==> src/hw/rtl/csl_pkg.sv <==
`default_nettype none
package csl_pkg;

   // default widths of the top level parameters
   localparam int DEF_POSITION_WIDTH = 16;
   localparam int DEF_VALUE_WIDTH    = 32;

   // fixed field widths of a result transaction
   localparam int KIND_W  = 3;
   localparam int SYM_W   = 5;
   localparam int START_W = 16;
   localparam int LEN_W   = 16;
   localparam int NUM_W   = 32;
   localparam int CHAR_W  = 8;

   // result queue depth, room for two results is needed per byte
   localparam int RQ_DEPTH = 4;

   // token kinds
   localparam logic [KIND_W-1:0] KIND_RESERVED = 3'd0;
   localparam logic [KIND_W-1:0] KIND_IDENT    = 3'd1;
   localparam logic [KIND_W-1:0] KIND_NUMBER   = 3'd2;
   localparam logic [KIND_W-1:0] KIND_END      = 3'd3;
   localparam logic [KIND_W-1:0] KIND_INVALID  = 3'd4;

   // symbol codes
   localparam logic [SYM_W-1:0] SYM_NONE       = 5'd0;
   localparam logic [SYM_W-1:0] SYM_OP_BASE    = 5'd5;
   localparam logic [SYM_W-1:0] SYM_PUNCT_BASE = 5'd9;
   localparam logic [SYM_W-1:0] SYM_LESS       = 5'd16;
   localparam logic [SYM_W-1:0] SYM_GREATER    = 5'd17;
   localparam logic [SYM_W-1:0] SYM_ASSIGN     = 5'd19;

   // pending operator codes
   localparam logic [1:0] OP_ASSIGN  = 2'd0;
   localparam logic [1:0] OP_BANG    = 2'd1;
   localparam logic [1:0] OP_LESS    = 2'd2;
   localparam logic [1:0] OP_GREATER = 2'd3;

   // character codes
   localparam logic [CHAR_W-1:0] CH_NUL   = 8'h00;
   localparam logic [CHAR_W-1:0] CH_TAB   = 8'h09;
   localparam logic [CHAR_W-1:0] CH_CR    = 8'h0d;
   localparam logic [CHAR_W-1:0] CH_SPACE = 8'h20;
   localparam logic [CHAR_W-1:0] CH_BANG  = 8'h21;
   localparam logic [CHAR_W-1:0] CH_ZERO  = 8'h30;
   localparam logic [CHAR_W-1:0] CH_NINE  = 8'h39;
   localparam logic [CHAR_W-1:0] CH_LT    = 8'h3c;
   localparam logic [CHAR_W-1:0] CH_EQ    = 8'h3d;
   localparam logic [CHAR_W-1:0] CH_GT    = 8'h3e;
   localparam logic [CHAR_W-1:0] CH_UA    = 8'h41;
   localparam logic [CHAR_W-1:0] CH_UZ    = 8'h5a;
   localparam logic [CHAR_W-1:0] CH_UNDER = 8'h5f;
   localparam logic [CHAR_W-1:0] CH_LA    = 8'h61;
   localparam logic [CHAR_W-1:0] CH_LZ    = 8'h7a;

   // single character punctuators in symbol order
   localparam int PUNCT_COUNT = 14;
   localparam logic [CHAR_W-1:0] PUNCT_CHARS [PUNCT_COUNT] = '{
      8'h2b, 8'h2d, 8'h2a, 8'h26, 8'h2f, 8'h28, 8'h29,
      8'h3c, 8'h3e, 8'h3b, 8'h3d, 8'h7b, 8'h7d, 8'h2c
   };

   // keyword table: if, else, return, while, for
   localparam int KW_COUNT   = 5;
   localparam int KW_MAX_LEN = 6;
   localparam logic [CHAR_W-1:0] KW_TEXT [KW_COUNT][KW_MAX_LEN] = '{
      '{8'h69, 8'h66, 8'h00, 8'h00, 8'h00, 8'h00},
      '{8'h65, 8'h6c, 8'h73, 8'h65, 8'h00, 8'h00},
      '{8'h72, 8'h65, 8'h74, 8'h75, 8'h72, 8'h6e},
      '{8'h77, 8'h68, 8'h69, 8'h6c, 8'h65, 8'h00},
      '{8'h66, 8'h6f, 8'h72, 8'h00, 8'h00, 8'h00}
   };
   localparam logic [2:0] KW_LEN [KW_COUNT] = '{3'd2, 3'd4, 3'd6, 3'd5, 3'd3};

   // one result record
   typedef struct packed {
      logic [KIND_W-1:0]  kind;
      logic [SYM_W-1:0]   sym;
      logic [START_W-1:0] start;
      logic [LEN_W-1:0]   len;
      logic [NUM_W-1:0]   value;
      logic               last;
   } token_type;

   // queue status toward the scanner and the result port
   typedef struct packed {
      logic valid;
      logic room;
   } rq_status_type;

   // drop keyword candidates that do not match c at offset run
   function automatic logic [KW_COUNT-1:0] kw_narrow(
      input logic [KW_COUNT-1:0] cand,
      input logic [LEN_W-1:0]    run,
      input logic [CHAR_W-1:0]   c
   );
      logic [KW_COUNT-1:0] keep;
      keep = cand;
      for (int i = 0; i < KW_COUNT; i++) begin
         if (!(run < LEN_W'(KW_LEN[i]) && KW_TEXT[i][run[2:0]] == c)) begin
            keep[i] = 1'b0;
         end
      end
      return keep;
   endfunction

   // punctuator lookup: found flag over a 4-bit index
   function automatic logic [4:0] punct_find(input logic [CHAR_W-1:0] c);
      logic [4:0] hit;
      hit = '0;
      for (int i = 0; i < PUNCT_COUNT; i++) begin
         if (!hit[4] && PUNCT_CHARS[i] == c) begin
            hit = {1'b1, 4'(i)};
         end
      end
      return hit;
   endfunction

endpackage
`default_nettype wire

==> src/hw/rtl/csl_rsp_queue.sv <==
`default_nettype none
module csl_rsp_queue (
   input  wire logic                   clock,
   input  wire logic                   reset,
   input  wire logic [1:0]             push_cnt,
   input  wire csl_pkg::token_type     push_rec0,
   input  wire csl_pkg::token_type     push_rec1,
   input  wire logic                   pop,
   output csl_pkg::token_type          head_rec,
   output csl_pkg::rq_status_type      status
);
   import csl_pkg::*;

   localparam int AW = $clog2(RQ_DEPTH);
   localparam int CW = AW + 1;

   token_type         mem_ff [RQ_DEPTH];
   logic [AW-1:0]     wr_ptr_ff, wr_ptr_in;
   logic [AW-1:0]     rd_ptr_ff, rd_ptr_in;
   logic [CW-1:0]     count_ff, count_in;
   logic              do_pop;
   logic [AW-1:0]     wr_next;

   assign do_pop  = pop && (count_ff != '0);
   assign wr_next = wr_ptr_ff + AW'(1);

   // pointer and fill count update
   always_comb begin
      wr_ptr_in = wr_ptr_ff + AW'(push_cnt);
      rd_ptr_in = do_pop ? rd_ptr_ff + AW'(1) : rd_ptr_ff;
      count_in  = count_ff + CW'(push_cnt) - CW'(do_pop);
   end

   always_ff @(posedge clock) begin
      if (reset) begin
         wr_ptr_ff <= '0;
         rd_ptr_ff <= '0;
         count_ff  <= '0;
      end else begin
         wr_ptr_ff <= wr_ptr_in;
         rd_ptr_ff <= rd_ptr_in;
         count_ff  <= count_in;
      end
   end

   // record storage, up to two writes per cycle
   always_ff @(posedge clock) begin
      if (push_cnt != 2'd0) begin
         mem_ff[wr_ptr_ff] <= push_rec0;
      end
      if (push_cnt == 2'd2) begin
         mem_ff[wr_next] <= push_rec1;
      end
   end

   assign head_rec     = mem_ff[rd_ptr_ff];
   assign status.valid = (count_ff != '0);
   assign status.room  = (count_ff <= CW'(RQ_DEPTH - 2));

endmodule
`default_nettype wire

==> src/hw/rtl/c_subset_lexer.sv <==
// Tokenizer for a small C subset, one source byte per transaction.
// Input channel req_*: req_tdata[7:0] is the source byte; a zero byte ends
// the text, flushes any open token, gives an end token and restarts the
// offset count at zero.
// Result channel rsp_*: one token per transaction, rsp_tlast marks the last
// token caused by one input byte (a byte causes zero, one or two tokens).
// A byte is classified and the scanner state updated in the cycle it is
// accepted; its tokens are written into a four-entry result queue and show
// on the result port in order, behind any tokens still queued. Identifiers
// and numbers complete only when the byte after them arrives.
// Throughput is one byte per cycle; req_tready stays high while the queue
// has room for two tokens, so it drops only when the receiver stalls or
// bytes produce two tokens faster than they are drained (one token out per
// cycle at most).
// Reset (synchronous, active high) empties the queue and returns the scanner
// to idle at offset zero. After an invalid byte no token is given until the
// zero byte.
`default_nettype none
module c_subset_lexer #(
   parameter int POSITION_WIDTH = csl_pkg::DEF_POSITION_WIDTH,
   parameter int VALUE_WIDTH    = csl_pkg::DEF_VALUE_WIDTH
) (
   input  wire logic        clock,
   input  wire logic        reset,
   input  wire logic        req_tvalid,
   output logic             req_tready,
   input  wire logic [7:0]  req_tdata,   // [7:0] char_code
   output logic             rsp_tvalid,
   input  wire logic        rsp_tready,
   output logic [71:0]      rsp_tdata,   // [2:0] token_kind, [7:3] symbol_code,
                                         // [23:8] start_pos, [39:24] token_length,
                                         // [71:40] number_value
   output logic             rsp_tlast    // last_of_item
);
   import csl_pkg::*;

   localparam int PW = POSITION_WIDTH;
   localparam int VW = VALUE_WIDTH;
   localparam logic [PW-1:0]    POS_MAX = {PW{1'b1}};
   localparam logic [VW-1:0]    VAL_MAX = {VW{1'b1}};
   localparam logic [LEN_W-1:0] LEN_MAX = {LEN_W{1'b1}};

   typedef enum logic [4:0] {
      MODE_IDLE    = 5'b00001,
      MODE_IDENT   = 5'b00010,
      MODE_NUMBER  = 5'b00100,
      MODE_PENDING = 5'b01000,
      MODE_ERROR   = 5'b10000
   } mode_type;

   mode_type              mode_ff, mode_in;
   logic [PW-1:0]         pos_ff, pos_in;
   logic [PW-1:0]         start_ff, start_in;
   logic [LEN_W-1:0]      run_ff, run_in;
   logic [VW-1:0]         acc_ff, acc_in;
   logic [KW_COUNT-1:0]   cand_ff, cand_in;
   logic [1:0]            op_ff, op_in;

   logic                  accept;
   logic [CHAR_W-1:0]     c;
   logic                  is_lower, is_digit, is_upper, is_space;
   logic [3:0]            dig;
   logic [4:0]            punct;
   logic [LEN_W-1:0]      run_inc;
   logic [VW+3:0]         acc_prod;
   logic [VW-1:0]         acc_next;
   logic                  kw_hit;
   logic [SYM_W-1:0]      kw_sym;

   logic                  a_valid, b_valid, do_idle, adv;
   token_type             a_rec, b_rec;
   logic [1:0]            push_cnt;
   token_type             push_rec0, push_rec1;
   token_type             head_rec;
   rq_status_type         q_status;

   assign accept = req_tvalid && req_tready;
   assign c      = req_tdata;

   // byte classes
   assign is_lower = (c >= CH_LA) && (c <= CH_LZ);
   assign is_digit = (c >= CH_ZERO) && (c <= CH_NINE);
   assign is_upper = (c >= CH_UA) && (c <= CH_UZ);
   assign is_space = ((c >= CH_TAB) && (c <= CH_CR)) || (c == CH_SPACE);
   assign dig      = c[3:0];
   assign punct    = punct_find(c);
   assign run_inc  = (run_ff != LEN_MAX) ? run_ff + LEN_W'(1) : run_ff;

   // saturating decimal accumulate, times ten as two shifts
   always_comb begin
      acc_prod = ((VW+4)'(acc_ff) << 3) + ((VW+4)'(acc_ff) << 1) + (VW+4)'(dig);
      acc_next = (acc_prod[VW+3:VW] != 4'd0) ? VAL_MAX : acc_prod[VW-1:0];
   end

   // keyword match for the closing identifier
   always_comb begin
      kw_hit = 1'b0;
      kw_sym = SYM_NONE;
      for (int i = 0; i < KW_COUNT; i++) begin
         if (cand_ff[i] && run_ff == LEN_W'(KW_LEN[i])) begin
            kw_hit = 1'b1;
            kw_sym = SYM_W'(i);
         end
      end
   end

   // scanner next state and up to two tokens
   always_comb begin
      mode_in  = mode_ff;
      pos_in   = pos_ff;
      start_in = start_ff;
      run_in   = run_ff;
      acc_in   = acc_ff;
      cand_in  = cand_ff;
      op_in    = op_ff;
      a_valid  = 1'b0;
      b_valid  = 1'b0;
      a_rec    = '0;
      b_rec    = '0;
      do_idle  = 1'b0;
      adv      = 1'b0;

      // close or extend the open token
      unique case (mode_ff)
         MODE_IDLE: begin
            do_idle = 1'b1;
         end
         MODE_ERROR: begin
            if (c == CH_NUL) begin
               mode_in = MODE_IDLE;
               do_idle = 1'b1;
            end
         end
         MODE_IDENT: begin
            if (is_lower || is_digit) begin
               cand_in = kw_narrow(cand_ff, run_ff, c);
               run_in  = run_inc;
               adv     = 1'b1;
            end else begin
               a_valid     = 1'b1;
               a_rec.start = START_W'(start_ff);
               a_rec.len   = run_ff;
               if (kw_hit && !is_upper && c != CH_UNDER) begin
                  a_rec.kind = KIND_RESERVED;
                  a_rec.sym  = kw_sym;
               end else begin
                  a_rec.kind = KIND_IDENT;
               end
               mode_in = MODE_IDLE;
               do_idle = 1'b1;
            end
         end
         MODE_NUMBER: begin
            if (is_digit) begin
               acc_in = acc_next;
               run_in = run_inc;
               adv    = 1'b1;
            end else begin
               a_valid     = 1'b1;
               a_rec.kind  = KIND_NUMBER;
               a_rec.start = START_W'(start_ff);
               a_rec.len   = run_ff;
               a_rec.value = NUM_W'(acc_ff);
               mode_in     = MODE_IDLE;
               do_idle     = 1'b1;
            end
         end
         MODE_PENDING: begin
            mode_in     = MODE_IDLE;
            a_valid     = 1'b1;
            a_rec.start = START_W'(start_ff);
            a_rec.len   = LEN_W'(1);
            if (c == CH_EQ) begin
               a_rec.kind = KIND_RESERVED;
               a_rec.sym  = SYM_OP_BASE + SYM_W'(op_ff);
               a_rec.len  = LEN_W'(2);
               adv        = 1'b1;
            end else if (op_ff == OP_BANG) begin
               a_rec.kind = KIND_INVALID;
               if (c != CH_NUL) begin
                  mode_in = MODE_ERROR;
                  adv     = 1'b1;
               end else begin
                  do_idle = 1'b1;
               end
            end else begin
               a_rec.kind = KIND_RESERVED;
               a_rec.sym  = (op_ff == OP_ASSIGN) ? SYM_ASSIGN :
                            ((op_ff == OP_LESS) ? SYM_LESS : SYM_GREATER);
               do_idle    = 1'b1;
            end
         end
         default: begin
            mode_in = MODE_IDLE;
            do_idle = 1'b1;
         end
      endcase

      // handle the byte from idle
      if (do_idle) begin
         b_rec.start = START_W'(pos_ff);
         if (c == CH_NUL) begin
            b_valid  = 1'b1;
            b_rec.kind = KIND_END;
            mode_in  = MODE_IDLE;
            start_in = '0;
            run_in   = '0;
            acc_in   = '0;
            cand_in  = '1;
            op_in    = OP_ASSIGN;
         end else begin
            adv = 1'b1;
            if (is_space) begin
               // skipped
            end else if (c == CH_EQ || c == CH_BANG || c == CH_LT || c == CH_GT) begin
               mode_in  = MODE_PENDING;
               start_in = pos_ff;
               op_in    = (c == CH_EQ) ? OP_ASSIGN :
                          ((c == CH_BANG) ? OP_BANG :
                          ((c == CH_LT) ? OP_LESS : OP_GREATER));
            end else if (punct[4]) begin
               b_valid    = 1'b1;
               b_rec.kind = KIND_RESERVED;
               b_rec.sym  = SYM_PUNCT_BASE + SYM_W'(punct[3:0]);
               b_rec.len  = LEN_W'(1);
            end else if (is_lower) begin
               mode_in  = MODE_IDENT;
               start_in = pos_ff;
               cand_in  = kw_narrow('1, '0, c);
               run_in   = LEN_W'(1);
            end else if (is_digit) begin
               mode_in  = MODE_NUMBER;
               start_in = pos_ff;
               run_in   = LEN_W'(1);
               acc_in   = VW'(dig);
            end else begin
               b_valid    = 1'b1;
               b_rec.kind = KIND_INVALID;
               b_rec.len  = LEN_W'(1);
               mode_in    = MODE_ERROR;
            end
         end
      end

      // offset of the next byte
      if (do_idle && c == CH_NUL) begin
         pos_in = '0;
      end else if (adv && pos_ff != POS_MAX) begin
         pos_in = pos_ff + PW'(1);
      end
   end

   // pack tokens for the queue, last flag on the final one
   always_comb begin
      push_cnt  = 2'd0;
      push_rec0 = a_valid ? a_rec : b_rec;
      push_rec1 = b_rec;
      push_rec0.last = 1'b0;
      push_rec1.last = 1'b1;
      if (accept) begin
         if (a_valid && b_valid) begin
            push_cnt = 2'd2;
         end else if (a_valid || b_valid) begin
            push_cnt       = 2'd1;
            push_rec0.last = 1'b1;
         end
      end
   end

   // scanner state
   always_ff @(posedge clock) begin
      if (reset) begin
         mode_ff  <= MODE_IDLE;
         pos_ff   <= '0;
         start_ff <= '0;
         run_ff   <= '0;
         acc_ff   <= '0;
         cand_ff  <= '1;
         op_ff    <= OP_ASSIGN;
      end else if (accept) begin
         mode_ff  <= mode_in;
         pos_ff   <= pos_in;
         start_ff <= start_in;
         run_ff   <= run_in;
         acc_ff   <= acc_in;
         cand_ff  <= cand_in;
         op_ff    <= op_in;
      end
   end

   // result queue between scanner and output port
   csl_rsp_queue u_rsp_queue (
      .clock     (clock),
      .reset     (reset),
      .push_cnt  (push_cnt),
      .push_rec0 (push_rec0),
      .push_rec1 (push_rec1),
      .pop       (rsp_tready),
      .head_rec  (head_rec),
      .status    (q_status)
   );

   assign req_tready = q_status.room;
   assign rsp_tvalid = q_status.valid;
   assign rsp_tdata  = {head_rec.value, head_rec.len, head_rec.start,
                        head_rec.sym, head_rec.kind};
   assign rsp_tlast  = head_rec.last;

endmodule
`default_nettype wire

==> config.mk <==
export PLATFORM = sky130hd
export DESIGN_NAME = c_subset_lexer
export DESIGN_NICKNAME = d
export VERILOG_FILES = /design/src/hw/rtl/csl_pkg.sv /design/src/hw/rtl/csl_rsp_queue.sv /design/src/hw/rtl/c_subset_lexer.sv
export SDC_FILE = /design/constraint.sdc
export NUM_CORES = 1
export LEC_CHECK = 0
export BUFFER_PORTS_ARGS = -buffer_cell sky130_fd_sc_hd__buf_2
export CELL_PAD_IN_SITES_DETAIL_PLACEMENT = 1
export CELL_PAD_IN_SITES_GLOBAL_PLACEMENT = 1
export CORE_ASPECT_RATIO = 1.5
export CORE_MARGIN = 1.5
export CORE_UTILIZATION = 49
export DETAILED_ROUTE_END_ITERATION = 10
export PLACE_DENSITY = 0.89
export SYNTH_ARGS = -nofsm -noshare
export SYNTH_HDL_FRONTEND = slang
export SYNTH_SLANG_ARGS = --single-unit
==> constraint.sdc <==
create_clock -name clock -period 5.1 [get_ports clock]
set_input_delay 0 -clock clock [delete_from_list [all_inputs] [get_ports clock]]
set_output_delay 0 -clock clock [all_outputs]
set_load 0.02 [all_outputs]
# After elaboration in Yosys (flattened, before gate mapping)
# Memories as Yosys holds them, arrays and structs flattened. A register that Yosys moved wholly into a read port is not among the register bits.
# Index checks and enable logic that the tools add are counted.
[classes] addsub=11 magnitude_cmp=15 eq_ne=47 mux=165 n_bitwise=1 reduce_logical=66
[op_table] operator="32-bit 2-to-1 mux" count=11
[op_table] operator="16-bit 2-to-1 mux" count=18
[op_table] operator="5-bit 2-to-1 mux" count=42
[op_table] operator="8-bit 2-to-1 mux" count=13
[op_table] operator="6-bit by 8-bit == test with 1-bit output (first input constant)" count=12
[op_table] operator="32-bit one-hot mux with 3 select lines" count=1
[op_table] operator="40-bit 2-to-1 mux" count=2
[op_table] operator="73-bit 2-to-1 mux" count=1
[op_table] operator="64-bit 2-to-1 mux" count=1
[op_table] operator="7-bit by 8-bit == test with 1-bit output (first input constant)" count=7
[op_table] operator="1-bit 2-to-1 mux" count=52
[op_table] operator="16-bit by 3-bit == test with 1-bit output (second input constant)" count=3
[op_table] operator="16-bit by 3-bit < comparator with 1-bit output (second input constant)" count=3
[op_table] operator="8-bit by 6-bit == test with 1-bit output (second input constant)" count=5
[op_table] operator="8-bit == test" count=5
[op_table] operator="35-bit by 33-bit adder with 36-bit output" count=1
[op_table] operator="36-bit by 4-bit adder with 36-bit output" count=1
[op_table] operator="1-bit logical AND" count=34
[op_table] operator="16-bit by 1-bit adder with 16-bit output (second input constant)" count=2
[op_table] operator="16-bit by 2-bit == test with 1-bit output (second input constant)" count=2
[op_table] operator="16-bit by 2-bit < comparator with 1-bit output (second input constant)" count=2
[op_table] operator="16-bit != test (second input constant)" count=2
[op_table] operator="16-bit one-hot mux with 2 select lines" count=1
[op_table] operator="5-bit one-hot mux with 5 select lines" count=1
[op_table] operator="other kinds (42)" count=83
[word_totals] reg_bits=99 mem_bits_rw=292 rom_bits=320 word_cells=321 mem_count=6
[mem_list] memory="u_rsp_queue.mem_ff" depth=4 width=73 rd=1 rd_clocked_by_memory_dff=1 write_ports=2 line_no="csl_rsp_queue.sv:17" source="token_type mem_ff [RQ_DEPTH];"
[mem_list] memory="(no name shown)" depth=8 width=8 rd=1 rd_clocked_by_memory_dff=0 write_ports=0 line_no="csl_pkg.sv:101" source="if (!(run < LEN_W'(KW_LEN[i]) && KW_TEXT[i][run[2:0]] == c)) begin"
[mem_list] memory="(no name shown)" depth=8 width=8 rd=1 rd_clocked_by_memory_dff=0 write_ports=0 line_no="csl_pkg.sv:101"
[mem_list] memory="(no name shown)" depth=8 width=8 rd=1 rd_clocked_by_memory_dff=0 write_ports=0 line_no="csl_pkg.sv:101"
[mem_list] memory="(no name shown)" depth=8 width=8 rd=1 rd_clocked_by_memory_dff=0 write_ports=0 line_no="csl_pkg.sv:101"
[mem_list] memory="(no name shown)" depth=8 width=8 rd=1 rd_clocked_by_memory_dff=0 write_ports=0 line_no="csl_pkg.sv:101"

# Logic depth before layout (Yosys ltp)
[depth] word_depth=53 depth_mapped=20

# Cells and area by module
# From an unflattened synthesis, not the netlist that was laid out.
[hier_totals] hier_cells=1931 hier_area_um2=23407.4
[modules_own_cells] mod="csl_rsp_queue" n_inst=1 cells_per_inst=755 area_each_um2=14645.3 seq_area_each_um2=8948.6
[modules_own_cells] mod="c_subset_lexer" n_inst=1 cells_per_inst=1176 area_each_um2=8762.2 seq_area_each_um2=1841.8

# Least setup slack after synthesis
# Ideal clock, no wire load.
[synth_timing] path_kind="flip-flop to flip-flop" startpoint="register mode_ff[1]" endpoint="memory u_rsp_queue.mem_ff[1][33] (netlist bit), enable pin" t_arrival_ns=3.832 path_slack_ns=0.888 path_stages_with_launch=15 synth_period_minus_slack_ns=4.212 cell_sequence="dfxtp_1 clkbuf_1 or4b_2 a211oi_1 o221ai_1 nor2b_1 buf_6 nor3_1 ha_1 o21ai_0 nor3_1 nor2_1 clkbuf_1 clkbuf_1 inv_1"
[synth_lines] item="from (decl)" line_no="c_subset_lexer.sv:51" source="mode_type mode_ff, mode_in;"
[synth_lines] item="from (signal assigned)" line_no="c_subset_lexer.sv:281" source="mode_ff <= mode_in;"
[synth_lines] item="to (decl)" line_no="csl_rsp_queue.sv:17"

# Worst setup path in the final report
[layout_timing] startpoint="register acc_ff[1]" endpoint="register acc_ff[13]"
[layout_via] elab_chain_cells=13
[layout_lines] item="from (decl)" line_no="c_subset_lexer.sv:55" source="logic [VW-1:0] acc_ff, acc_in;"
[layout_lines] item="from (signal assigned)" line_no="c_subset_lexer.sv:285" source="acc_ff <= acc_in;"
[layout_lines] item="35-bit by 33-bit adder with 36-bit output (*)" line_no="c_subset_lexer.sv:91" source="acc_prod = ((VW+4)'(acc_ff) << 3) + ((VW+4)'(acc_ff) << 1) + (VW+4)'(dig);"
[layout_lines] item="36-bit by 4-bit adder with 36-bit output (*)" line_no="c_subset_lexer.sv:91"
[layout_lines] item="4-bit nonzero test" line_no="c_subset_lexer.sv:92" source="acc_next = (acc_prod[VW+3:VW] != 4'd0) ? VAL_MAX : acc_prod[VW-1:0];"
[layout_lines] item="32-bit 2-to-1 mux (*)" line_no="c_subset_lexer.sv:92"
[layout_lines] item="32-bit 2-to-1 mux (*)" line_no="c_subset_lexer.sv:154" source="if (is_digit) begin"
[layout_lines] item="32-bit 2-to-1 mux (*)" line_no="c_subset_lexer.sv:124" source="unique case (mode_ff)"
[layout_lines] item="32-bit 2-to-1 mux" line_no="c_subset_lexer.sv:231" source="end else if (is_digit) begin"
[layout_lines] item="32-bit 2-to-1 mux" line_no="c_subset_lexer.sv:226" source="end else if (is_lower) begin"
[layout_lines] item="32-bit 2-to-1 mux" line_no="c_subset_lexer.sv:221" source="end else if (punct[4]) begin"
[layout_lines] item="32-bit 2-to-1 mux" line_no="c_subset_lexer.sv:215" source="end else if (c == CH_EQ || c == CH_BANG || c == CH_LT || c == CH_GT) begin"
[layout_lines] item="32-bit 2-to-1 mux" line_no="c_subset_lexer.sv:213" source="if (is_space) begin"
[layout_lines] item="32-bit 2-to-1 mux" line_no="c_subset_lexer.sv:202" source="if (c == CH_NUL) begin"
[layout_lines] item="32-bit 2-to-1 mux (*)" line_no="c_subset_lexer.sv:200" source="if (do_idle) begin"
# Every way passes the cells marked *; elsewhere a longest branch is shown, timed or not.
# A chain may end at the register's enable or synchronous reset.

==> impl_metrics.toml <==
[power]
switching_share = 0.3210
p_seq_frac = 0.430
power_density_nw_per_um2 = 357.2
clkPwrFrac = 0.353
design_power_total_mw = 8.062
ir_drop_uv = 274.7
leakage_nw = 8.194
internal_power_mw = 5.474
p_comb_frac = 0.217
net-switching-power_mw = 2.588

[placement]
place_hpwl_mm = 45.88
dp_cells = 2566
place.gp.congestion = 0.9334
detailed_place.area_um2 = 21330
port-buffer-count = 86

[critical_path]
crit_chain = "ha_1 > ha_1 > fa_1 > a211o_1 > a211o_1 > a21bo_2 > a211oi_1 > o211ai_1 > xnor2_1 > o2111ai_1 > buf_4 > and2_1 > a221o_1"
cp_slowest_cell = "dfxtp_1"
crit_arrival_ns = 4.86
crit_family = "compound AO/OA/AOI/OAI gates"
crit_type = "register to register"
critPathMaxFanout = 16
reg2reg_slack_ns = 0.69
r2r-start = "acc_ff[1]"
slowest_delay_ns = 0.58
worstPathRequired_ns = 5.54
r2r.worst_path.cells = 13
crit_cells = 13
r2r-end = "acc_ff[13]"
end_kind = "register"
cp-start-kind = "register"
path_buf_inv = 1

[logic_synthesis]
synth_compound_area_frac = 0.2404
synth_top_cell_by_area = "dfxtp_1"
synth.cell_area_um2 = 20460
synth_cell_type_count = 84
synth_seq_cells = 393
synth-xor-area-share = 0.01798
synthArstFlopShare = 0
synth_area_leaders = "dfxtp_1 29%, edfxtp_1 15%, a32o_1 9.4%"
synth_top_family_by_area = "compound AO/OA/AOI/OAI gates"
synth_edf_count = 100
synth_cells = 2058
yosys.area.top_type_share = 0.2867
yosys.area_share.simple = 0.1295
yosysSeqAreaShare = 0.4335
yosys_warnings = 0
muxShareOfSynthArea = 0.08232
synth_nets = 2152
synth_flop_cell = "dfxtp_1"
avgSynthCellArea_um2 = 9.940
synthAdderAreaFrac = 0.05125

[sta]
rsz0062_at_grt = "false"
fin_worst_skew_ns = 0.01528
fin_crit_sh = 0.8652
setup_violations = 0
fmax_mhz = 226.6
slew_headroom = 0.2822
tns_ns = 0
period_needed_ns = 4.413
final_max_slew_viol_count = 0
finalHoldViolations = 0
worstMarginPinSlew_ns = 1.077

[clock_tree]
ctsLongestPathBuffers = 3
cts_buffers = 38
clk_pin_slew_worst_paths_ns = 0.07
cts_max_level = 2
cts_sinks = 393
cts_root_buf = "clkbuf_16"
cts_tree = "built"
post_cts_buffers = 0
clock_latency_ns = 0.56

[final_layout]
final_common_cell = "dfxtp_1"
syn_to_final_growth_pct = 10.32
drive_gt1_frac = 0.1506
mostFrequentLayoutCells = "291 x dfxtp_1, 210 x nand2_1, 192 x a32o_1, 167 x o21ai_0, 120 x a21oi_1"
num_antenna_cells = 0
final_cells = 2637
final_area_um2 = 22570
nets = 2143

[die]
core_region_area_um2 = 41100
dieArea_um2 = 43010
ios = 87
start_util = 0.4977
die_h_um = 253.2
die_w_um = 169.8
row_count = 91

[grt]
use_met3 = 0.04001
grt_pass1_wl_mm = 107.2
gr-max-usage-layer = "met2"
antenna_found_initial = 1
grtUsageMet1 = 0.3262
grt_util_met2 = 0.6043
grt_max_degree = 105
first_global_vias = 19540
grt_overflow_total = 0
track_usage = 0.3188

[detailed_routing]
drcViolationCount = 0
drtPass1Iterations = 5
viasPerCell = 6.865
wire_per_inst_um = 26.06
vias = 18104
drtAntennaViolNets = 0
finalWirelength_mm = 68.73
drt_iter0_drc = 1550

[worst_hold_path]
min_from = "rsp_tready"
hp-class = "input pin to register"
min_path_cells = 4

[run]
maxCapViolations = 0

[outcome]
status = "finished, final reports clean"
## power by group through the flow
stage          Clock, mW  Sequential [mW]  Combinational, mW
2_1_floorplan          0             3.43               1.23
5_1_grt             2.97             3.49               1.85
6_report            2.85             3.47               1.75
4_1_cts             2.86             3.47               1.73
3_5_place_dp           0             3.54               1.72
3_3_place_gp           0             3.52               1.67
## sequential cells by signal (all words and copies together), names as in the netlist, 3 cells and up, named ones only
register	count
acc_ff	32
cand_ff	5
mode_ff	5
pos_ff	16
run_ff	16
start_ff	16
u_rsp_queue.count_ff	3
u_rsp_queue.mem_ff	292
## synth_stat cells (40+ instances only)
cell / instances
a21oi_1: 120
a32o_1: 192
clkbuf_1: 157
dfxtp_1: 293
edfxtp_1: 100
ha_1: 79
mux4_2: 73
nand2_1: 210
nand3_1: 50
nor2_1: 116
nor3_1: 40
o21ai_0: 167
## through the flow
step / worst slack [ns] / hold slack, ns / utilization
after CTS: 0.7108 / 0.02769 / 0.5491
after global placement: 0.9778 / 0.4288 / 0.5189
after detailed placement: 0.7759 / 0.4377 / 0.5189
after floorplan: 0.8884 / 0.3056 / -
final: 0.6875 / 0.05071 / 0.5491
after global routing: 0.4991 / 0.06303 / 0.5491
## repair_timing
item,4_1_cts,5_1_grt
hold buffers,1,0
setup endpoints to repair,0,0
hold endpoints to repair,13,0
resized for setup,0,0
## worst reg2reg max path: stages (launching register included)
cell       delay [ns]
dfxtp_1          0.58
ha_1             0.33
ha_1             0.25
fa_1             0.46
a211o_1          0.31
a211o_1          0.36
a21bo_2          0.23
a211oi_1         0.45
o211ai_1         0.19
xnor2_1          0.17
o2111ai_1        0.15
buf_4            0.23
and2_1           0.28
a221o_1          0.32
## worst max path at each step
stage / to / slack [ns] / startpoint
after global placement: acc_ff[25] / 0.98 / acc_ff[2]
after floorplan: u_rsp_queue.mem_ff[1][33] / 0.89 / mode_ff[1]
after CTS: acc_ff[13] / 0.71 / acc_ff[1]
after global routing: u_rsp_queue.mem_ff[0][44] / 0.50 / mode_ff[1]
final: acc_ff[13] / 0.69 / acc_ff[1]
after detailed placement: acc_ff[13] / 0.78 / acc_ff[2]
## metal layers
metal | wire [um] | vias to the layer above | share of wire
li1 | - | 7936 | -
met1 | 23960 | 9148 | 0.35
met2 | 37120 | 750 | 0.54
met3 | 3475 | 268 | 0.051
met4 | 4159 | 2 | 0.061
met5 | 13 | - | 0.00019
## logic make-up after synthesis
| family | count (synthesis) |
|---|---|
| adders and majority gates | 82 |
| AOI/OAI and AO/OA | 677 |
| xor gates and xnor gates | 42 |
| DFF | 393 |
| and+or+nand+nor | 554 |
| buffers and inverters | 233 |
| muxes | 77 |
## area by class of cell
| cell class | count | area [um2] |
|---|---|---|
| clock buffer | 53 | 1100 |
| clock inverter | 17 | 132.6 |
| fill | 4485 | 18530 |
| inverter | 37 | 138.9 |
| multi-input combinational | 1432 | 10720 |
| sequential | 393 | 8876 |
| tap | 558 | 698.2 |
| timing repair buffer | 147 | 903.4 |
Note: power is estimated with default switching activity, not from simulation.
